File: config.mk
export PLATFORM = sky130hd
export DESIGN_NAME = cc20_round_chain
export DESIGN_NICKNAME = d
export VERILOG_FILES = /design/src/design/cc20_pkg.sv /design/src/design/cc20_round_cell.sv /design/src/design/cc20_round_chain.sv
export SDC_FILE = /design/constraint.sdc
export NUM_CORES = 2
export LEC_CHECK = 0
export ABC_AREA = 1
export ABC_CLOCK_PERIOD_IN_PS = 40400
export BUFFER_PORTS_ARGS = -buffer_cell sky130_fd_sc_hd__buf_2
export CORE_AREA = 2 2 526 528
export DETAILED_ROUTE_END_ITERATION = 10
export DIE_AREA = 0 0 528 530
export PLACE_DENSITY = 0.61
export SLEW_MARGIN = 10
export SYNTH_ARGS = -nofsm -noshare
export SYNTH_HDL_FRONTEND = slang
export SYNTH_SLANG_ARGS = --single-unit
File: constraint.sdc
create_clock -name clock -period 40.4 [get_ports clock]
set_input_delay 6.06 -clock clock [delete_from_list [all_inputs] [get_ports clock]]
set_output_delay 6.06 -clock clock [all_outputs]
set_load 0.02 [all_outputs]
File: src/design/cc20_pkg.sv
// Package: shared types and constants for the ChaCha20 keystream XOR block.
package cc20_pkg;

   localparam logic [31:0] SIGMA0 = 32'h61707865;
   localparam logic [31:0] SIGMA1 = 32'h3320646e;
   localparam logic [31:0] SIGMA2 = 32'h79622d32;
   localparam logic [31:0] SIGMA3 = 32'h6b206574;

   localparam int RegIdxWidth = 3;
   localparam logic [RegIdxWidth-1:0] REG_KEY0   = 3'd0;
   localparam logic [RegIdxWidth-1:0] REG_KEY1   = 3'd1;
   localparam logic [RegIdxWidth-1:0] REG_KEY2   = 3'd2;
   localparam logic [RegIdxWidth-1:0] REG_KEY3   = 3'd3;
   localparam logic [RegIdxWidth-1:0] REG_NONCEL = 3'd4;
   localparam logic [RegIdxWidth-1:0] REG_NONCEH = 3'd5;
   localparam logic [RegIdxWidth-1:0] REG_CTR    = 3'd6;

   typedef logic [31:0] word_type;
   typedef word_type [15:0] state_type;

   typedef enum logic [1:0] {
      ST_IDLE,
      ST_ROUND,
      ST_ADD,
      ST_OUT
   } fsm_type;

   // Control handed down the chain of round cells.
   typedef struct packed {
      logic load;    // load the initial state into the first cell
      logic active;  // cells advance this cycle
   } chain_ctl_type;

   function automatic word_type rotl(input word_type v, input int n);
      rotl = (v << n) | (v >> (32 - n));
   endfunction

   // One quarter round on four words.
   function automatic logic [127:0] qr(input word_type a_i, input word_type b_i,
                                      input word_type c_i, input word_type d_i);
      word_type a, b, c, d;
      a = a_i; b = b_i; c = c_i; d = d_i;
      a = a + b; d = rotl(d ^ a, 16);
      c = c + d; b = rotl(b ^ c, 12);
      a = a + b; d = rotl(d ^ a, 8);
      c = c + d; b = rotl(b ^ c, 7);
      qr = {d, c, b, a};
   endfunction

endpackage

File: src/design/cc20_round_cell.sv
// One round cell: holds a 16-word state and applies a column or diagonal round.
module cc20_round_cell #(
   parameter bit DIAGONAL = 1'b0
) (
   input  logic                 clock,
   input  cc20_pkg::chain_ctl_type ctl,
   input  cc20_pkg::state_type  state_i,
   output cc20_pkg::state_type  state_o
);
   import cc20_pkg::*;

   state_type st_ff;
   state_type st_in;

   // Four quarter rounds in parallel on the incoming state
   always_comb begin
      logic [127:0] q0, q1, q2, q3;
      st_in = state_i;
      if (!DIAGONAL) begin
         q0 = qr(state_i[0], state_i[4], state_i[8],  state_i[12]);
         q1 = qr(state_i[1], state_i[5], state_i[9],  state_i[13]);
         q2 = qr(state_i[2], state_i[6], state_i[10], state_i[14]);
         q3 = qr(state_i[3], state_i[7], state_i[11], state_i[15]);
         {st_in[12], st_in[8],  st_in[4], st_in[0]} = q0;
         {st_in[13], st_in[9],  st_in[5], st_in[1]} = q1;
         {st_in[14], st_in[10], st_in[6], st_in[2]} = q2;
         {st_in[15], st_in[11], st_in[7], st_in[3]} = q3;
      end else begin
         q0 = qr(state_i[0], state_i[5], state_i[10], state_i[15]);
         q1 = qr(state_i[1], state_i[6], state_i[11], state_i[12]);
         q2 = qr(state_i[2], state_i[7], state_i[8],  state_i[13]);
         q3 = qr(state_i[3], state_i[4], state_i[9],  state_i[14]);
         {st_in[15], st_in[10], st_in[5], st_in[0]} = q0;
         {st_in[12], st_in[11], st_in[6], st_in[1]} = q1;
         {st_in[13], st_in[8],  st_in[7], st_in[2]} = q2;
         {st_in[14], st_in[9],  st_in[4], st_in[3]} = q3;
      end
   end

   always_ff @(posedge clock) begin
      if (ctl.active) st_ff <= st_in;
   end

   assign state_o = st_ff;
endmodule

File: src/design/cc20_round_chain.sv
// Chain of round cells: a ring of column/diagonal cells cycled for the double rounds.
module cc20_round_chain (
   input  logic                    clock,
   input  cc20_pkg::chain_ctl_type ctl,
   input  cc20_pkg::state_type     init_i,
   output cc20_pkg::state_type     state_o
);
   import cc20_pkg::*;

   state_type col_out, diag_out, col_in;

   // The first cell takes the initial state on load, else the diagonal result
   assign col_in = ctl.load ? init_i : diag_out;

   cc20_round_cell #(.DIAGONAL(1'b0)) u_col (
      .clock(clock), .ctl(ctl), .state_i(col_in), .state_o(col_out));

   cc20_round_cell #(.DIAGONAL(1'b1)) u_diag (
      .clock(clock), .ctl(ctl), .state_i(col_out), .state_o(diag_out));

   assign state_o = diag_out;
endmodule

* Word-level counts from Yosys, hierarchy flattened *
Index checks and enable logic that the tools add are counted.

operators by class
  muxes and demuxes = 1
  bitwise logic cells = 64
  $add $sub $neg = 32

operators by type and width
  operator                      count
  adder 32 bit                  32
  bitwise XOR 32 bit            32
  two-way mux 512 bit           1
  bitwise OR 32 x 12 -> 32 bit  8
  bitwise OR 32 x 16 -> 32 bit  8
  bitwise OR 32 x 7 -> 32 bit   8
  bitwise OR 32 x 8 -> 32 bit   8

storage, ports and cells
  flip-flop bits (word level) = 1024
  word-level logic and storage cells = 129

* Logic depth before layout (Yosys ltp) *
  depth after elaboration = 13
  mapped depth = 82
  depth with buffers taken out = 75

* By module *
A second synthesis with hierarchy kept.

unflattened totals
  cell total of the unflattened synthesis = 14907
  area total of the unflattened synthesis = 108580.4 µm²

modules (own cells, without submodules)
  module                    instances  cells each  sequential area each (µm²)  area an instance (µm²)
  cc20_round_cell (u_diag)  1          6686        15374.7                     51259.2
  cc20_round_cell (u_col)   1          6571        15374.7                     50703.6
  cc20_round_chain          1          1650        0.0                         6617.6

* Worst setup path after synthesis *
No wires, ideal clock.

  kind = input-to-reg
  start point = input ctl[1] (netlist name)
  end point = register u_col.st_ff, in the netlist u_col.state_o[131] (data pin)
  arrival = 16856 ps
  setup time = 252 ps
  setup slack = 23292 ps
  stages = 66
  path buffers = 7
  required time = 40148 ps
  cell sequence = buf_6 buf_2 clkbuf_1 buf_2 buf_2 clkbuf_1 buf_2 mux2_2 ha_1 fa_1 nand3_1 nand2_1 nand2_1 nand3_1 nand2_1 nand2_1 a21boi_1 o21ai_2 [... 30 more ...] xnor2_1 xor2_1 ha_1 fa_1 nand3_1 nand2_1 nand2_1 o211ai_1 a21boi_2 o21ai_1 a21oi_1 o21ai_1 a21oi_1 o21ai_1 a21oi_1 xor2_1 nand2_1 nand2_1

RTL lines
  item                  line                   RTL
  from (decl)           cc20_round_chain.sv:4  input cc20_pkg::chain_ctl_type ctl,
  to (signal assigned)  cc20_round_cell.sv:41  if (ctl.active) st_ff <= st_in;
  to (decl)             cc20_round_cell.sv:12  state_type st_ff;

==> impl_metrics.yaml <==
worst_setup_path:
  r2r_start: "u_col.state_o[161]"
  ff2ff_setup_slack_ps: 24390
  crit_fanout: 80
  slowest_stage: "xor2_1"
  reg2reg_to: "u_diag.state_o[185]"
  crit_required_ps: 40870
  critPathBufInv: 9
  slowest_delay_ps: 1040
  worst_ep_arrival_time_ps: 20960
  crit_type: "in -> reg"
  worstSetupEndpointType: "register"
  cp-start-kind: "input pin"
  reg2reg_depth: 63
  critPathTopFamily: "XOR/XNOR gates"
detailed_routing:
  avgRoutedWirePerCell_um: 41.6
  vias: 95130
  drt_pass1_iterations: 10
  drc: 0
  postRouteAntennaNets: 0
  drt_iter0_markers: 15205
  wirelength_um: 666000
  viasPerCell: 5.94
timing:
  fin_crit_sh_pct: 50.7
  slew_viol_final: 0
  slew_headroom_pct: 0.825
  skew_ps: 67.3
  finalSetupTns_ps: 0
  max_freq_ghz: 0.0488
  finalCriticalPeriod_ps: 20480
  finalHoldViolations: 0
  rsz0062_at_grt: "false"
  setup-violations-final: 0
  tightest_slew_ps: 1480
global_route:
  grt_max_degree: 82
  overflow: 0
  grt_pass1_vias: 84734
  antenna_found_initial: 152
  grt_first_pass_wirelength_um: 833000
  grt.total_usage_pct: 45.8
hold_path:
  hold_depth: 2
  whs_endpoint: "u_diag.state_o[462]"
  hp-start: "u_col.state_o[470]"
  hold_class: "reg -> reg"
place:
  dp.cells: 15710
  gp_congestion: 1.11
  io_buffer_count: 1026
  hpwlAfterDp_um: 595000
finish:
  drive_gt1_share_pct: 14.6
  fillerInstances: 28447
  finalNonFillerCells: 16003
  layout.nets: 13777
  regArea_mm2: 0.0307
  area_growth_pct: 14.6
  multi_input_area_mm2: 0.0597
logic_synthesis:
  ys_seq_area_share_pct: 32.2
  ys.warnings.count: 0
  synthesis.area_mm2: 0.0956
  synth_fp_nets: 12626
  ys_seq_elements: 1024
  yosysUniqueCellTypes: 70
  ys.flop_type: "edfxtp_1"
  synth_edf_count: 1024
  syn_inst: 11073
  async_flop_share_pct: 0
  synth_area_per_cell_um2: 8.63
floorplanning:
  fp-row-count: 193
  fp.dieW_um: 528
  placeableCoreArea_mm2: 0.275
  pin_count: 1027
  die_y_um: 530
  initial_utilization_pct: 34.8
  die-area_mm2: 0.280
clock_tree:
  clk_latency_ps: 830
  cts_made_buffers: 119
  cts_setup_buffers: 0
  clk_path_buf_depth: 3
  clock-sinks: 1024
  cts_root_buffer: "clkbuf_16"
  post_cts_resize_count: 0
  cts.hold.buffers_added: 0
  clk_pin_slew_worst_paths_ps: 70
  cts_tree: "built"
  cts_max_level: 3
outcome:
  run_status: "finished, violations left"
  violations: "max-capacitance violations"
flow_run:
  drv_cap: 1
-- how the worst max path moves through the flow --
stage | startpoint | end | slack [ps] | cells after the start
2_1_floorplan | ctl[1] | u_col.state_o[131] | 23290 | 66
3_3_place_gp | ctl[1] | u_col.state_o[131] | 19720 | 64
4_1_cts | ctl[1] | u_col.state_o[128] | 20490 | 64
6_report | ctl[1] | u_col.state_o[216] | 19920 | 47
3_5_place_dp | ctl[1] | u_col.state_o[128] | 19640 | 64
5_1_grt | ctl[1] | u_col.state_o[133] | 19230 | 67
-- layout make-up --
| type | instances | area share, % |
|---|---|---|
| clock inverters | 74 | 0.675 |
| repair buffers | 1099 | 5.21 |
| well taps | 3607 | 4.12 |
| inverters | 1287 | 4.41 |
| multi-input cells | 8693 | 54.5 |
| diodes | 79 | 0.180 |
| flip-flops and latches | 1024 | 28.1 |
| clock buffers | 140 | 2.87 |
-- cell usage after synthesis, types with 96 or more instances --
master / instances / share of area (%)
a21oi_1: 1100 / 5.8
a31oi_1: 96 / 0.63
edfxtp_1: 1024 / 32
ha_1: 1006 / 13
inv_1: 1285 / 5.0
mux2_2: 333 / 3.9
mux2i_1: 118 / 1.2
nand2_1: 2129 / 8.4
nand3_1: 394 / 2.1
nor2_1: 479 / 1.9
nor3_1: 103 / 0.54
o21ai_0: 365 / 1.9
xnor2_1: 432 / 4.0
xor2_1: 1259 / 12
-- flip-flops by register name (all words and copies together) (netlist names) --
name / cells
u_col.state_o: 512
u_diag.state_o: 512
-- worst min-delay path, delay by kind of cell, from the launching register on --
family	cells	cell delay, ps
flops	1	360
xor+xnor	2	300
-- logic make-up after synthesis --
| family | after synthesis | share of synthesized area [%] |
|---|---|---|
| buf+inv | 1356 | 5.40 |
| mux | 451 | 5.16 |
| flops | 1024 | 32.2 |
| compound gates | 2142 | 12.8 |
| xor+xnor | 1720 | 16.1 |
| simple gates | 3342 | 14.5 |
| fa+ha+maj | 1038 | 13.8 |
-- routing by layer --
| layer | routed length (um) | GRT usage (%) | part of all wire, % |
|---|---|---|---|
| met5 | 402 | 0 | 0.060 |
| met4 | 61500 | 35.5 | 9.2 |
| met3 | 76800 | 11.7 | 12 |
| met2 | 261000 | 62.7 | 39 |
| met1 | 267000 | 60.9 | 40 |
-- through the flow --
step / hold WS, ps / utilization, % / setup WS (ps) / instance area (um2)
after floorplan: 653 / - / 23290 / 95600
after global placement: 840 / 38.4 / 19720 / 105000
after detailed placement: 810 / 38.4 / 19640 / 105000
after CTS: 837 / 39.8 / 20490 / 109000
after global routing: 878 / 39.8 / 19230 / 109000
final: 840 / 39.9 / 19920 / 110000
-- placed cells by master (no fill, tap or decap), types with 100 or more instances in the layout --
master,count
o21ai_1,100
nor3_1,103
xor2_1,1258
nand3_1,394
nand2_1,2129
mux2i_1,117
o21ai_0,359
ha_1,1006
a21oi_1,1100
inv_1,1285
buf_2,1024
clkbuf_16,123
mux2_2,333
xnor2_1,430
edfxtp_1,1024
nor2_1,479
Power is not shown: default switching activity piles up to over one toggle a cycle in this logic, so the estimate is an artifact.
